<file path="config.mk">
export PLATFORM = sky130hd
export DESIGN_NAME = tlwm_cell
export DESIGN_NICKNAME = d
export VERILOG_FILES = /design/src/rtl/tlwm_pkg.sv /design/src/rtl/tlwm_cell.sv
export SDC_FILE = /design/constraint.sdc
export NUM_CORES = 1
export LEC_CHECK = 0
export ABC_CLOCK_PERIOD_IN_PS = 1100
export BUFFER_PORTS_ARGS = -buffer_cell sky130_fd_sc_hd__buf_4
export CAP_MARGIN = 20
export CORE_MARGIN = 5
export CORE_UTILIZATION = 44
export CTS_CLUSTER_SIZE = 30
export DETAILED_ROUTE_END_ITERATION = 8
export HOLD_SLACK_MARGIN = 0.05
export PLACE_DENSITY = 0.74
export SLEW_MARGIN = 20
export SYNTH_ARGS = -nofsm -noshare
export SYNTH_HDL_FRONTEND = slang
export SYNTH_SLANG_ARGS = --single-unit
</file>
<file path="constraint.sdc">
create_clock -name clk_i -period 1.1 [get_ports clk_i]
set_clock_uncertainty 0.15 [all_clocks]
set_input_delay 0.11 -clock clk_i [delete_from_list [all_inputs] [get_ports clk_i]]
set_output_delay 0.11 -clock clk_i [all_outputs]
set_load 0.1 [all_outputs]
</file>
<file path="src/rtl/tlwm_pkg.sv">
// ----------------------------------------------------------------------------
// tlwm_pkg: shared types and constants for the text line width measure
// Request/result payloads, the token that travels down the glyph cell chain,
// and character constants used by the byte decoder.
// ----------------------------------------------------------------------------
`default_nettype none

package tlwm_pkg;

  // Line width accumulator width (fixed by the result field).
  localparam int unsigned WIDTH_BITS = 20;
  // Default glyph table depth.
  localparam int unsigned GLYPH_ENTRIES_DEF = 512;
  // Cell index compare width, covers table depths up to 8192.
  localparam int unsigned IDX_W = 13;

  localparam int unsigned CODE_W  = 16;
  localparam int unsigned GWID_W  = 8;
  localparam int unsigned SLOT_W  = 9;
  localparam int unsigned COUNT_W = 10;

  // Request opcodes.
  localparam logic OP_WRITE = 1'b0;
  localparam logic OP_TEXT  = 1'b1;

  // Configuration register indexes.
  localparam logic CFG_MODE  = 1'b0;
  localparam logic CFG_COUNT = 1'b1;

  // Character constants.
  localparam logic [7:0] CH_NUL      = 8'h00;
  localparam logic [7:0] CH_NL       = 8'h0A;
  localparam logic [7:0] CH_PRINT_LO = 8'h20;
  localparam logic [7:0] CH_LEAD_LO  = 8'h80;
  localparam logic [7:0] CH_LEAD_END = 8'hA0;
  localparam logic [7:0] CH_LEAD2_LO = 8'hE0;

  typedef struct packed {
    logic                opcode;
    logic [SLOT_W-1:0]   entry_index;
    logic [CODE_W-1:0]   entry_code;
    logic [GWID_W-1:0]   entry_width;
    logic [7:0]          text_byte;
  } in_req_t;

  typedef struct packed {
    logic [WIDTH_BITS-1:0] max_line_width;
    logic                  saturated;
  } out_rsp_t;

  typedef enum logic [1:0] {
    TOK_WRITE,
    TOK_GLYPH,
    TOK_NEWLINE,
    TOK_FINISH
  } tok_kind_e;

  // Token handed from cell to cell every cycle while the chain advances.
  typedef struct packed {
    logic               vld;
    tok_kind_e          kind;
    logic [CODE_W-1:0]  code;   // write data or lookup code
    logic [GWID_W-1:0]  wid;    // write data or width found so far
    logic [SLOT_W-1:0]  idx;    // target slot of a write
    logic [COUNT_W-1:0] cnt;    // search limit of a lookup
    logic               hit;    // lookup already matched upstream
  } tok_t;

endpackage

`default_nettype wire

</file>
<file path="src/rtl/tlwm_cell.sv">
// ----------------------------------------------------------------------------
// tlwm_cell: one glyph table slot of the search chain
// Holds one code/width pair, applies writes aimed at its slot and resolves
// lookups passing by (first match wins), then hands the token on.
// ----------------------------------------------------------------------------
`default_nettype none

module tlwm_cell import tlwm_pkg::*; #(
  parameter int unsigned CellIdx = 0
) (
  input  wire logic clk_i,
  input  wire logic rst_ni,
  input  wire logic adv_i,
  input  wire tok_t tok_i,
  output tok_t      tok_o
);

  localparam logic [IDX_W-1:0] MyIdx = IDX_W'(CellIdx);

  logic [CODE_W-1:0] code_q;
  logic [GWID_W-1:0] wid_q;
  tok_t              tok_d, tok_q;
  logic              code_hit, in_range, wr_hit, is_lookup;

  assign code_hit  = (tok_i.code == code_q);
  assign in_range  = (IDX_W'(tok_i.cnt) > MyIdx);
  assign wr_hit    = tok_i.vld && (tok_i.kind == TOK_WRITE) && (IDX_W'(tok_i.idx) == MyIdx);
  assign is_lookup = tok_i.vld && (tok_i.kind == TOK_GLYPH);

  always_comb begin
    tok_d = tok_i;
    if (is_lookup) begin
      if (CellIdx == 0) begin
        // slot 0 also supplies the miss width
        tok_d.wid = wid_q;
        tok_d.hit = code_hit && in_range;
      end else if (!tok_i.hit && code_hit && in_range) begin
        tok_d.wid = wid_q;
        tok_d.hit = 1'b1;
      end
    end
  end

  always_ff @(posedge clk_i) begin
    if (adv_i && wr_hit) begin
      code_q <= tok_i.code;
      wid_q  <= tok_i.wid;
    end
  end

  always_ff @(posedge clk_i or negedge rst_ni) begin
    if (!rst_ni) begin
      tok_q <= '0;
    end else if (adv_i) begin
      tok_q <= tok_d;
    end
  end

  assign tok_o = tok_q;

endmodule

`default_nettype wire

</file>
==> impl_results.md <==
- IO Port Bufs: 96
- Worst hold start: adv_i
- Max VDD drop: 1.09 mV
- Detail Placement HPWL: 4.47 mm
- Wire per inst: 18.8 µm
- # rows: 29
- Worst slew pin tran: 0.294 ns
- Reg2Reg Depth: 4
- Largest net degree at the start of global routing: 48
- Clock slew at reported path FFs: 0.07 ns
- Power Density: 1510 mW/mm²
- Startpoint types: primary input
- Routed WL: 8.06 mm
- Required time of the critical path: 1.00 ns
- CP Cell Sequence: buf_8 > or4b_4 > nor4_4 > buf_6 > clkbuf_16
- Number of synthesized register bits: 71
- Fin nets: 397
- Antenna diodes: 0
- Most frequent cells in the layout: buf_4 (60), buf_12 (50), dlygate4sd3_1 (48)
- Reg2reg start: code_q[12]
- Peak Freq: 0.706 GHz
- CP Data Arrival Time: 1.32 ns
- Vias: 2100
- Total track usage: 20.3%
- Number of global-route vias before repair: 2323
- Gpl congestion: 0.716
- Hold depth: 3
- Fin crit period: 1.42 ns
- Worst R2R End: tok_o[0]
- Core area: 0.00628 mm²
- DRT iter0 DRCs: 57
- Hold Path Sink: tok_o[15]
- Leak Pwr: 2.19 nW
- Clock root cell: clkbuf_8
- Remaining Overflow, GRT: 0
- Clock tree buffer depth: 2
- Antenna violations before repair: 0
- Die ar.: 0.00804 mm²
- Post-synth cell types: 21
- Gate Count Post-Synth: 175
- Slowest CP cell: or4b_4
- FF-to-FF setup slack: -0.27 ns
- Setup_tns: -14.62 ns
- Worst slew margin: 80.2%
- # clock sinks: 71
- Synthesis Warnings: 0
- Commonest non-fill, non-tap cell in the layout: buf_4
- Layout cell share with drive strength beyond 1: 62.5%
- Final ANT Viol Nets: 0
- Die Ht: 89.7 µm
- Starting Density: 44.5%
- Final Slew Violations: 0
- Final Non-Filler Cells: 429
- Ports: 97
- Fin. Hold Viols: 0
- First-pass GRT wire length: 11.9 mm
- Sequential share of the synthesized area: 67.9%
- Synthesized cell area: 0.00279 mm²
- Area Overhead vs Synth: 89.5%
- TritonCTS clock tree: built
- Mapped Nets: 225
- Final period util: 129%
- Synth Area per Inst: 16.0 µm²
- Crit. End Element: flop
- Status: finished, violations left
- Worst Slack Setup Final: -0.317 ns
- RSZ-0062 raised after global routing: true
- Clk_lat worst skew: 0.33 ns
- Hold crit path type: in2reg
- Drt first pass iters: 4
- CP peak stage delay: 0.54 ns
- Num CTS Buffers: 9
- Routed vias/inst: 4.90
- # H-tree levels: 3
- Hold WS: 0.0719 ns
- CP Class: in2reg
- Max_cap viols: 0
- Residual DRC count: 0
- Placed cells: 354
- Die W: 89.7 µm
- Setup violators final: 75
- CP Max Fanout: 6
- Failing checks: setup timing
==> registers in the layout (all words and copies together) (netlist names) <==
name    cells
wid_q       8
code_q     16
tok_o      47
==> worst max-delay path by stage <==
stage                     from         to  slack (ns)  cells after the start
detailed placement   tok_i[45]  code_q[6]       -0.64                      4
global placement     tok_i[45]  code_q[3]       -0.63                      4
global route        code_q[12]   tok_o[0]       -0.37                      4
CTS                 code_q[12]   tok_o[0]       -0.28                      4
finish               tok_i[45]  code_q[8]       -0.32                      5
floorplan            tok_i[45]  code_q[0]       -0.98                      2
==> through the flow <==
step	util, %	instance area [µm²]	power [mW]	setup WS (ns)
after floorplan	-	2960	4.70	-0.984
after global placement	61.9	3880	5.28	-0.631
after detailed placement	61.9	3880	5.31	-0.641
after CTS	81.9	5140	7.96	-0.283
after global routing	84.3	5290	8.28	-0.367
final	84.3	5290	8.00	-0.317
==> report_power, final <==
| part | internal, mW | switching, mW |
|---|---|---|
| clock | 1.09 | 0.905 |
| sequential | 3.01 | 0.198 |
| combinational | 1.14 | 1.67 |
| total | 5.23 | 2.77 |
==> worst max-delay path: cells and delay by family <==
| family | cells | cell delay (ns) |
|---|---|---|
| and+or+nand+nor | 2 | 0.77 |
| buffers and inverters | 3 | 0.42 |
==> area by class of cell <==
| cell class | count | area (µm²) |
|---|---|---|
| Timing Repair Buffer | 168 | 2080 |
| Sequential cell | 71 | 2050 |
| Multi-Input combinational cell | 97 | 873 |
| Fill cell | 296 | 983 |
| Tap cell | 77 | 96.3 |
| Clock buffer | 16 | 191 |
==> metal layers <==
layer	part of all wire (%)	vias up	wire length [µm]	global-route usage, %
met3	6.1	10	493	6.02
met4	1.5	0	122	7.71
met2	54	70	4320	34.8
met5	0	-	0	0
met1	39	1038	3120	24.1
li1	-	982	-	-
==> what timing repair did <==
| action | CTS | global route |
|---|---|---|
| setup buffers | 2 | 7 |
| hold buffers | 48 | 0 |
| pin swaps | 6 | 3 |
| resized for setup | 138 | 12 |
| gates cloned | 0 | 3 |
| hold endpoints to repair | 118 | 0 |
| endpoints found under the setup margin | 72 | 73 |
==> synth_stat cells, drive strengths merged <==
cell type | n | area share [%]
mux2i | 8 | 2.9
nand3b | 1 | 0.27
buf | 7 | 1.6
nor4 | 8 | 2.6
mux2 | 38 | 15
edfxtp | 24 | 26
nor2b | 1 | 0.22
nor2 | 10 | 1.3
xnor2 | 1 | 0.31
xor2 | 15 | 4.7
dfrtp | 47 | 42
a21oi | 8 | 1.4
nand3 | 3 | 0.54
nand4 | 1 | 0.22
or4b | 1 | 0.36
a31oi | 1 | 0.22
o21ai | 1 | 0.18
==> kinds of logic after synthesis <==
family	count (synthesis)	share of synthesized area, %
compound gates	10	1.84
xor+xnor	16	5.02
buf+inv	7	1.57
flops	71	67.9
mux	46	18.2
simple gates	25	5.51
Power figures use the tool's default switching activity.
