--- config.mk ---
export PLATFORM = sky130hd
export DESIGN_NAME = tlwm_accum
export DESIGN_NICKNAME = d
export VERILOG_FILES = /design/src/rtl/tlwm_pkg.sv /design/src/rtl/tlwm_accum.sv
export SDC_FILE = /design/constraint.sdc
export NUM_CORES = 1
export LEC_CHECK = 0
export BUFFER_PORTS_ARGS = -buffer_cell sky130_fd_sc_hd__buf_2
export CORE_AREA = 2 2 104 106
export CTS_CLUSTER_DIAMETER = 30
export DETAILED_ROUTE_END_ITERATION = 8
export DIE_AREA = 0 0 106 108
export PLACE_DENSITY = 0.63
export SYNTH_ARGS = -nofsm -noshare
export SYNTH_HDL_FRONTEND = slang
export SYNTH_SLANG_ARGS = --single-unit
--- constraint.sdc ---
create_clock -name clk_i -period 7 [get_ports clk_i]
set_input_delay 1.4 -clock clk_i [delete_from_list [all_inputs] [get_ports clk_i]]
set_output_delay 1.4 -clock clk_i [all_outputs]
set_load 0.05 [all_outputs]
--- src/rtl/tlwm_pkg.sv ---
// ----------------------------------------------------------------------------
// tlwm_pkg: shared types and constants for the text line width measure
// Request/result payloads, the token that travels down the glyph cell chain,
// and character constants used by the byte decoder.
// ----------------------------------------------------------------------------
`default_nettype none

package tlwm_pkg;

  // Line width accumulator width (fixed by the result field).
  localparam int unsigned WIDTH_BITS = 20;
  // Default glyph table depth.
  localparam int unsigned GLYPH_ENTRIES_DEF = 512;
  // Cell index compare width, covers table depths up to 8192.
  localparam int unsigned IDX_W = 13;

  localparam int unsigned CODE_W  = 16;
  localparam int unsigned GWID_W  = 8;
  localparam int unsigned SLOT_W  = 9;
  localparam int unsigned COUNT_W = 10;

  // Request opcodes.
  localparam logic OP_WRITE = 1'b0;
  localparam logic OP_TEXT  = 1'b1;

  // Configuration register indexes.
  localparam logic CFG_MODE  = 1'b0;
  localparam logic CFG_COUNT = 1'b1;

  // Character constants.
  localparam logic [7:0] CH_NUL      = 8'h00;
  localparam logic [7:0] CH_NL       = 8'h0A;
  localparam logic [7:0] CH_PRINT_LO = 8'h20;
  localparam logic [7:0] CH_LEAD_LO  = 8'h80;
  localparam logic [7:0] CH_LEAD_END = 8'hA0;
  localparam logic [7:0] CH_LEAD2_LO = 8'hE0;

  typedef struct packed {
    logic                opcode;
    logic [SLOT_W-1:0]   entry_index;
    logic [CODE_W-1:0]   entry_code;
    logic [GWID_W-1:0]   entry_width;
    logic [7:0]          text_byte;
  } in_req_t;

  typedef struct packed {
    logic [WIDTH_BITS-1:0] max_line_width;
    logic                  saturated;
  } out_rsp_t;

  typedef enum logic [1:0] {
    TOK_WRITE,
    TOK_GLYPH,
    TOK_NEWLINE,
    TOK_FINISH
  } tok_kind_e;

  // Token handed from cell to cell every cycle while the chain advances.
  typedef struct packed {
    logic               vld;
    tok_kind_e          kind;
    logic [CODE_W-1:0]  code;   // write data or lookup code
    logic [GWID_W-1:0]  wid;    // write data or width found so far
    logic [SLOT_W-1:0]  idx;    // target slot of a write
    logic [COUNT_W-1:0] cnt;    // search limit of a lookup
    logic               hit;    // lookup already matched upstream
  } tok_t;

endpackage

`default_nettype wire

--- src/rtl/tlwm_accum.sv ---
// ----------------------------------------------------------------------------
// tlwm_accum: line width accumulator and result register
// Adds glyph widths with saturation, tracks the widest line and emits the
// result when a string ends.
// ----------------------------------------------------------------------------
`default_nettype none

module tlwm_accum import tlwm_pkg::*; (
  input  wire logic clk_i,
  input  wire logic rst_ni,
  input  wire logic adv_i,
  input  wire tok_t tok_i,
  input  wire logic out_ready_i,
  output logic      out_valid_o,
  output out_rsp_t  out_rsp_o
);

  localparam logic [WIDTH_BITS-1:0] WidthMax = '1;

  logic [WIDTH_BITS-1:0] line_q, line_d, widest_q, widest_d, closed;
  logic                  sat_q, sat_d;
  logic                  out_vld_q, out_vld_d;
  out_rsp_t              rsp_q, rsp_d;
  logic [WIDTH_BITS:0]   sum;
  logic                  take;

  assign take   = adv_i && tok_i.vld;
  assign sum    = {1'b0, line_q} + (WIDTH_BITS + 1)'(tok_i.wid);
  assign closed = (line_q > widest_q) ? line_q : widest_q;

  always_comb begin
    line_d    = line_q;
    widest_d  = widest_q;
    sat_d     = sat_q;
    rsp_d     = rsp_q;
    out_vld_d = out_vld_q && !out_ready_i;
    if (take) begin
      unique case (tok_i.kind)
        TOK_GLYPH: begin
          if (sum >= {1'b0, WidthMax}) begin
            line_d = WidthMax;
            sat_d  = 1'b1;
          end else begin
            line_d = sum[WIDTH_BITS-1:0];
          end
        end
        TOK_NEWLINE: begin
          widest_d = closed;
          line_d   = '0;
        end
        TOK_FINISH: begin
          rsp_d.max_line_width = closed;
          rsp_d.saturated      = sat_q;
          out_vld_d            = 1'b1;
          line_d               = '0;
          widest_d             = '0;
          sat_d                = 1'b0;
        end
        default: begin
          // table writes end here
        end
      endcase
    end
  end

  always_ff @(posedge clk_i or negedge rst_ni) begin
    if (!rst_ni) begin
      line_q    <= '0;
      widest_q  <= '0;
      sat_q     <= 1'b0;
      out_vld_q <= 1'b0;
    end else begin
      line_q    <= line_d;
      widest_q  <= widest_d;
      sat_q     <= sat_d;
      out_vld_q <= out_vld_d;
    end
  end

  always_ff @(posedge clk_i) begin
    rsp_q <= rsp_d;
  end

  assign out_valid_o = out_vld_q;
  assign out_rsp_o   = rsp_q;

endmodule

`default_nettype wire

==> results of run 1 <==
-- worst max-delay path: cells and delay by family (launching register included) --
family,cells,cell delay (ns)
DFF,1,0.53
adders and majority gates,1,0.39
AOI/OAI and AO/OA,3,1.61
buffers and inverters,1,0.49
muxes,1,0.38
-- sequential cells by signal, indices dropped and copies added (netlist names) --
| name | cells |
|---|---|
| line_q | 20 |
| out_rsp_o | 21 |
| out_valid_o | 1 |
| sat_q | 1 |
| widest_q | 20 |
-- metrics by stage --
stage	area, um^2	hold WS [ns]	setup slack [ns]
2_1_floorplan	4020	0.442	3.43
3_3_place_gp	4300	0.487	3.00
3_5_place_dp	4300	0.497	2.97
4_1_cts	4480	0.515	3.34
5_1_grt	4480	0.535	2.99
6_report	4480	0.515	3.33
-- report_power, final --
group	switching (mW)	internal, mW	total [mW]
sequential	0.0342	0.405	0.439
clock	0.142	0.162	0.303
combinational	0.151	0.107	0.258
-- kinds of logic (layout without fill, tap and decap cells) --
kind of cell / Yosys count / count (layout) / share of synthesized area [%]
compound gates: 126 / 126 / 22.4
simple gates: 103 / 103 / 14.4
flops: 63 / 63 / 41.8
buf+inv: 56 / 88 / 5.60
fa+ha+maj: 29 / 29 / 9.20
mux: 15 / 15 / 4.20
xor+xnor: 11 / 11 / 2.39
-- final cells by class --
cell class	count	share of cell area [%]
repair buffers	40	4.69
flip-flops and latches	63	37.5
inverters	32	2.68
clock inverters	5	1.09
clock buffers	11	2.93
well taps	136	3.80
multi-input cells	284	47.3
-- layer usage --
layer	wire (um)	vias up	track usage, %
li1	-	1573	-
met1	4340	1575	23.8
met2	4340	74	27.4
met3	350	14	3.25
met4	134	0	6.30
met5	0	-	0
-- worst max path at each step --
stage / to / slack (ns) / depth (start not counted)
final: out_rsp_o[13] / 3.33 / 6
after detailed placement: line_q[10] / 2.97 / 12
after global placement: line_q[10] / 3.00 / 12
after global routing: out_rsp_o[15] / 2.99 / 6
after floorplan: line_q[10] / 3.43 / 10
after CTS: line_q[10] / 3.34 / 12
-- synth_stat cells, types with 10 or more instances --
cell type,n,share of area [%]
nand2_1,19,1.8
ha_1,28,8.7
a221o_1,13,3.2
inv_1,32,3.0
o21ai_0,25,3.1
a21o_1,13,2.4
nor2_1,22,2.1
clkbuf_1,16,1.5
mux2_2,15,4.2
dfrtp_1,42,26
edfxtp_1,21,16
nor4_1,10,1.6
a21oi_1,33,4.1
==> flow_summary.toml, run 1 <==
[clock_network]
cts_tree = "done"
cts.sinks = 63
worstSkewPairLatency_ns = 0.35
htreeDepth = 3
postCtsSetupBuffers = 0
cts_inserted_buffers = 9
cts_buffer_depth = 2
post_cts_resized = 0
cts-root-buf = "clkbuf_8"
cts_hold_buf = 0
path_clk_slew_ns = 0.07

[setup_path]
path_cells = "ha_1 -> a2111oi_0 -> a21oi_1 -> o41ai_4 -> buf_4 -> mux2_2"
worstPathMaxFanout = 36
r2r-start = "line_q[10]"
crit_path_start = "line_q[10]"
slowest_delay_ns = 0.97
start_kind = "flop"
worstSetupEndpointType = "flop"
cp.required_ns = 7.10
worstReg2RegEnd = "out_rsp_o[13]"
regToRegSetupSlack_ns = 3.33
worstPathArrival_ns = 3.76
critPathKind = "flop to flop"
cp_slowest_cell = "o41ai_4"
ff2ff_path_depth = 6

[job]
maxCapViolCount = 0

[run_status]
status = "completed"

[drt]
avgViaCountPerCell = 5.67
antenna_left = 0
routedWlPerCell_um = 16.0
drtIter0Drc = 205
finalWirelength_mm = 9.16
drt-pass1-iter-count = 5
drc = 0
vias = 3236

[timing]
tightest_slew_ns = 1.04
period_share_pct = 52.4
drv_slew = 0
finalCriticalPeriod_ns = 3.67
relSlewSlack_pct = 30.7
rsz0062_at_grt = "no"
tns_ns = 0
setup_viol = 0
clock.fmax_mhz = 273
fin_skew_ns = 0.0109
final_hold_viol_count = 0

[global_routing]
grt_remaining_overflow = 0
antenna_found_initial = 0
grt_pass1_vias = 3113
grt_max_degree = 43
grt_pass1_wl_mm = 15.6
grt_usage_pct = 17.3

[power]
p_total_mw = 1.00
ir_worst_vdd_uv = 80.9
p_per_area_mw_per_mm2 = 223
leakage_nw = 1.92

[layout]
final_common_cell = "dfrtp_1"
drive_gt1_share_pct = 17.9
layout_common_cells = "dfrtp_1 (42), buf_2 (36), a21oi_1 (33), inv_1 (32), ha_1 (28)"
area_delta_synth_final_pct = 11.3
final_cell_count_no_fill = 571
multi_input_area_mm2 = 0.00212
fillers = 994
regArea_mm2 = 0.00168
fin_nets = 510
fin_util_pct = 43.8
diodes = 0

[logic_synthesis]
syn_area_mm2 = 0.00402
syn_inst = 403
async_flop_share_pct = 66.7
seq_area_frac_synth_pct = 41.8
synth_area_per_cell_um2 = 9.98
yosys_warnings = 0
synth_seq_cells = 63
synth_edf_count = 21
synth_flop_cell = "dfrtp_1"
yosys.cell_types.count = 53
synthesis.nets = 483

[die]
die_h_um = 108
rows = 37
core_mm2 = 0.0102
io_pins = 73
die_area_mm2 = 0.0114
start_util_pct = 39.3
die_width_um = 106

[hold_path]
hold_class = "flop to flop"
min_path_cells = 2
min-delay-start = "line_q[0]"
whs_endpoint = "line_q[0]"

[placed_design]
gp_routability_congestion = 0.815
dp_cells = 555
portBuffers = 36
dp_hpwl_mm = 6.44
(Power assumes the default switching activity.)
==> inputs of run 2 (changes only) <==
- clock period: 7 -> 3.48 ns (I/O delays scaled with it)
==> run 2 against run 1 <==
  * Core utilization rose by 1.1 points
  * Final cell count rose by 1.4%
  * Clock power rose by 140%
  * Count of clock-buffer cells in the layout rose by 1
  * Die area did not move
  * Combinational power rose by 110%
  * Via count rose by 0.80%
  * Sequential power rose by 100%
  * Sequential cell count did not move
  * Final area rose by 2.6%
==> flow_summary.toml, run 2 (synthesis results as in run 1) <==
[placed_design]
dp_hpwl_mm = 6.74
dp_cells = 563
portBuffers = 36
gp_routability_congestion = 0.839
place_area_mm2 = 0.00436
dp_slack_ns = 0.141

[layout]
final_common_cell = "dfrtp_1"
largest_reg_flops = 21
area_delta_synth_final_pct = 14.2
fin_nets = 518
drive_gt1_share_pct = 20.1
final_cell_count_no_fill = 579
fin_area_mm2 = 0.00459
layout_common_cells = "dfrtp_1 (42), buf_2 (36), a21oi_1 (33), inv_1 (32), ha_1 (28)"
diodes = 0
fillers = 997

[drt]
vias = 3262
antenna_left = 0
drtIter0Drc = 270
drc = 0
drt-pass1-iter-count = 4
maxUsedRoutingLayer = "met4"
dr_wl_met2_mm = 4.39
routedWlPerCell_um = 16.0
avgViaCountPerCell = 5.63
routedLengthMet1_mm = 4.39
wl_met3_um = 341
finalWirelength_mm = 9.26

[setup_path]
start_kind = "input pin"
path_buf_inv = 2
critPathKind = "input pin to flop"
slowest_delay_ns = 0.50
critPathTopFamily = "simple AND/OR/NAND/NOR gates"
path_cells = "buf_2 -> ha_1 -> inv_1 -> fa_1 -> nor2b_1 -> o31ai_2 -> nand2_1 -> xnor2_1 -> or4_1 -> nor4_2 -> a31oi_1 -> a31oi_1"
worstPathArrival_ns = 3.24
cp_slowest_cell = "or4_1"
cp.required_ns = 3.76
worstSetupEndpointType = "flop"
crit_top_cell = "a31oi_1"
worstPathMaxFanout = 4

[timing]
drv_slew = 0
tns_ns = 0
period_share_pct = 85.1
finalCriticalPeriod_ns = 2.96
clock.fmax_mhz = 338
setup_viol = 0
fin_hold_ws_ns = 0.501
final_hold_viol_count = 0
relSlewSlack_pct = 34.2
tightest_slew_ns = 0.987
fin_skew_ns = 0.00918
fin_ws_ns = 0.518
rsz0062_at_grt = "no"

[clock_network]
path_clk_slew_ns = 0.07
cts_hold_buf = 0
worstSkewPairLatency_ns = 0.36
cts_inserted_buffers = 9
cts.sinks = 63
cts_buffer_depth = 2
post_cts_resized = 0
postCtsSetupBuffers = 0
cts_tree = "done"
cts-root-buf = "clkbuf_8"
htreeDepth = 3

[run_status]
status = "completed"

[die]
rows = 37
start_util_pct = 39.3
core_mm2 = 0.0102
die_area_mm2 = 0.0114
die_h_um = 108
die_width_um = 106
io_pins = 73

[global_routing]
grt_pass1_wl_mm = 15.7
grt_pass1_vias = 3152
grt_remaining_overflow = 0
grt_usage_pct = 17.6
grt_max_degree = 43
antenna_found_initial = 0

[hold_path]
hold_class = "input pin to async pin"

[power]
leakage_nw = 1.99
p_per_area_mw_per_mm2 = 466
ir_worst_vdd_uv = 161

[job]
maxCapViolCount = 0
run 2: where the power goes:
group          leakage (nW)  internal (mW)  switching (mW)
Clock                 0.119          0.434           0.295
Combinational          1.12          0.219           0.314
Sequential            0.752          0.814          0.0643
Total                  1.99           1.47           0.674
run 2: per-stage QoR:
stage | utilization [%] | power [mW]
CTS | 44.9 | 2.15
global route | 44.9 | 2.26
detailed placement | 42.6 | 1.42
floorplan | - | 1.28
global placement | 42.6 | 1.41
finish | 44.9 | 2.14
run 2: final cells by class:
type                            count  area, um^2  share of cell area, %
Tap cell                          136         170                   3.70
Inverter                           32         120                   2.61
Multi-Input combinational cell    284        2120                   46.1
Sequential cell                    63        1680                   36.6
Clock buffer                       12         188                   4.08
Clock inverter                      4        47.5                   1.03
Timing Repair Buffer               48         270                   5.88
run 2: layer usage:
layer | up-vias | track usage, %
met5 | - | 0
met4 | 0 | 6.58
met3 | 13 | 3.68
met2 | 70 | 28.1
met1 | 1592 | 23.6
li1 | 1587 | -
run 2: worst paths after layout:
path | startpoint | endpoint | slack [ns] | cells after the start
min in group clk_i | sat_q | out_rsp_o[0] | 0.51 | 0
max reg2reg | line_q[0] | line_q[10] | 0.55 | 11
max in group asynchronous | rst_ni | line_q[3] | 2.37 | 1
min | rst_ni | widest_q[11] | 0.50 | 1
max | tok_i[20] | line_q[10] | 0.52 | 12
min reg2reg | sat_q | out_rsp_o[0] | 0.51 | 0
==> inputs of run 3 (changes only) <==
- BUFFER_PORTS_ARGS: -buffer_cell sky130_fd_sc_hd__buf_2 -> -buffer_cell sky130_fd_sc_hd__clkbuf_2
- CORE_AREA: 2 2 104 106 -> 2 2 88 90
- DIE_AREA: 0 0 106 108 -> 0 0 90 92
- PLACE_DENSITY: 0.63 -> 0.83
==> run 3 against run 2 <==
  * Power shrank 5.2%
  * Via count increased by 1.5%
  * Register-to-register slack got worse by 0.04 ns
  * Final area down 2.4%
  * Global-route usage is 6.0 points higher
  * Largest cell class unchanged
  * Final cell count decreased by 6.4%
  * Largest power group unchanged
==> flow_summary.toml, run 3 (synthesis results as in run 1) <==
[layout]
drive_gt1_share_pct = 19.1
fillers = 640
final_common_cell = "dfrtp_1"
diodes = 0
layout_common_cells = "dfrtp_1 (42), clkbuf_2 (36), a21oi_1 (33), inv_1 (32), ha_1 (28)"
largest_reg_flops = 21
area_delta_synth_final_pct = 11.4
fin_nets = 515

[clock_network]
worstSkewPairLatency_ns = 0.35
cts-root-buf = "clkbuf_8"
cts_hold_buf = 0
path_clk_slew_ns = 0.07
postCtsSetupBuffers = 0
cts_tree = "done"
cts_buffer_depth = 2
htreeDepth = 3
cts_inserted_buffers = 9
cts.sinks = 63
post_cts_resized = 0

[drt]
finalWirelength_mm = 9.11
routedWlPerCell_um = 16.8
drt-pass1-iter-count = 5
antenna_left = 0
vias = 3312
avgViaCountPerCell = 6.11
drc = 0
drtIter0Drc = 218

[global_routing]
grt_max_degree = 43
grt_pass1_wl_mm = 15.6
grt_pass1_vias = 3311
antenna_found_initial = 0
grt_remaining_overflow = 0
grt_usage_pct = 23.5

[power]
p_switching_mw = 0.653
ir_worst_vdd_uv = 188
p_per_area_mw_per_mm2 = 452
p_clk_share_pct = 30.4
swShare_pct = 32.2
p_total_mw = 2.03
pwr-share-seq_pct = 43.6
leakage_nw = 1.96
comb_power_share_pct = 26.0
intPower_mw = 1.38

[hold_path]
hold_class = "flop to flop"

[setup_path]
r2r-start = "line_q[0]"
path_cells = "clkbuf_2 -> ha_1 -> inv_1 -> fa_1 -> nor2b_1 -> o31ai_2 -> nand2_1 -> xnor2_1 -> or4_1 -> nor4_2 -> a31oi_1 -> a31oi_1"
worstReg2RegEnd = "line_q[10]"
worstPathArrival_ns = 3.28
cp.required_ns = 3.75
critPathKind = "input pin to flop"
start_kind = "input pin"
slowest_delay_ns = 0.50
crit_top_cell = "a31oi_1"
crit_end = "line_q[10]"
worstPathMaxFanout = 4
cp_slowest_cell = "or4_1"
ff2ff_path_depth = 11
worstSetupEndpointType = "flop"
crit_path_start = "tok_i[20]"
regToRegSetupSlack_ns = 0.51

[die]
die_width_um = 90
die_area_mm2 = 0.00828
core_mm2 = 0.00745
start_util_pct = 54.0
rows = 32
io_pins = 73
die_h_um = 92

[timing]
fin_skew_ns = 0.0130
clock.fmax_mhz = 332
final_hold_viol_count = 0
tns_ns = 0
relSlewSlack_pct = 28.1
drv_slew = 0
rsz0062_at_grt = "no"
finalCriticalPeriod_ns = 3.01
setup_viol = 0
tightest_slew_ns = 1.08
period_share_pct = 86.5

[job]
maxCapViolCount = 0

[placed_design]
dp_hpwl_mm = 6.54
gp_routability_congestion = 0.852
portBuffers = 36

[run_status]
status = "completed"
[run 3: area by class of cell]
type | count | area (um^2) | area share, %
Multi-Input combinational cell | 284 | 2120 | 47.2
Tap cell | 102 | 128 | 2.85
Timing Repair Buffer | 45 | 248 | 5.52
Inverter | 32 | 120 | 2.68
Clock buffer | 11 | 141 | 3.15
Clock inverter | 5 | 48.8 | 1.09
Sequential cell | 63 | 1680 | 37.5
[run 3: how the worst min path moves through the flow]
stage	end	cells past startpoint	start	slack [ns]
after global placement	out_rsp_o[0]	0	sat_q	0.49
after CTS	line_q[0]	2	line_q[0]	0.52
after global routing	out_rsp_o[0]	0	sat_q	0.53
final	line_q[0]	2	line_q[0]	0.52
after detailed placement	line_q[0]	2	line_q[0]	0.50
after floorplan	line_q[0]	0	rst_ni	0.40
[run 3: worst max-delay path: cells and delay by family]
family	cells	cell delay [ns]
simple gates	4	0.97
compound gates	3	0.82
fa+ha+maj	2	0.43
xor+xnor	1	0.19
buf+inv	2	0.17
[run 3: power by group through the flow]
stage / Combinational (mW) / Sequential [mW] / Clock, mW
after global placement: 0.499 / 0.892 / 0
after floorplan: 0.399 / 0.879 / 0
final: 0.528 / 0.884 / 0.616
after global routing: 0.588 / 0.892 / 0.641
after detailed placement: 0.523 / 0.895 / 0
after CTS: 0.528 / 0.881 / 0.620
[run 3: metal layers]
| metal | vias to the layer above | share of wire (%) | GRT usage (%) |
|---|---|---|---|
| met3 | 20 | 4.1 | 3.12 |
| met4 | 0 | 2.6 | 11.5 |
| met5 | - | 0 | 0 |
| met2 | 101 | 50 | 40.2 |
| li1 | 1571 | - | - |
| met1 | 1620 | 43 | 29.6 |
[run 3: metrics by stage]
| step | worst slack [ns] | hold WS, ns | instance area [um^2] | instances | utilization [%] |
|---|---|---|---|---|---|
| floorplan | 0.611 | 0.400 | 4020 | 403 | - |
| global placement | 0.265 | 0.488 | 4290 | 526 | 57.7 |
| global route | 0.313 | 0.530 | 4480 | 542 | 60.2 |
| CTS | 0.509 | 0.519 | 4480 | 542 | 60.2 |
| detailed placement | 0.162 | 0.503 | 4290 | 526 | 57.7 |
| finish | 0.469 | 0.518 | 4480 | 542 | 60.2 |
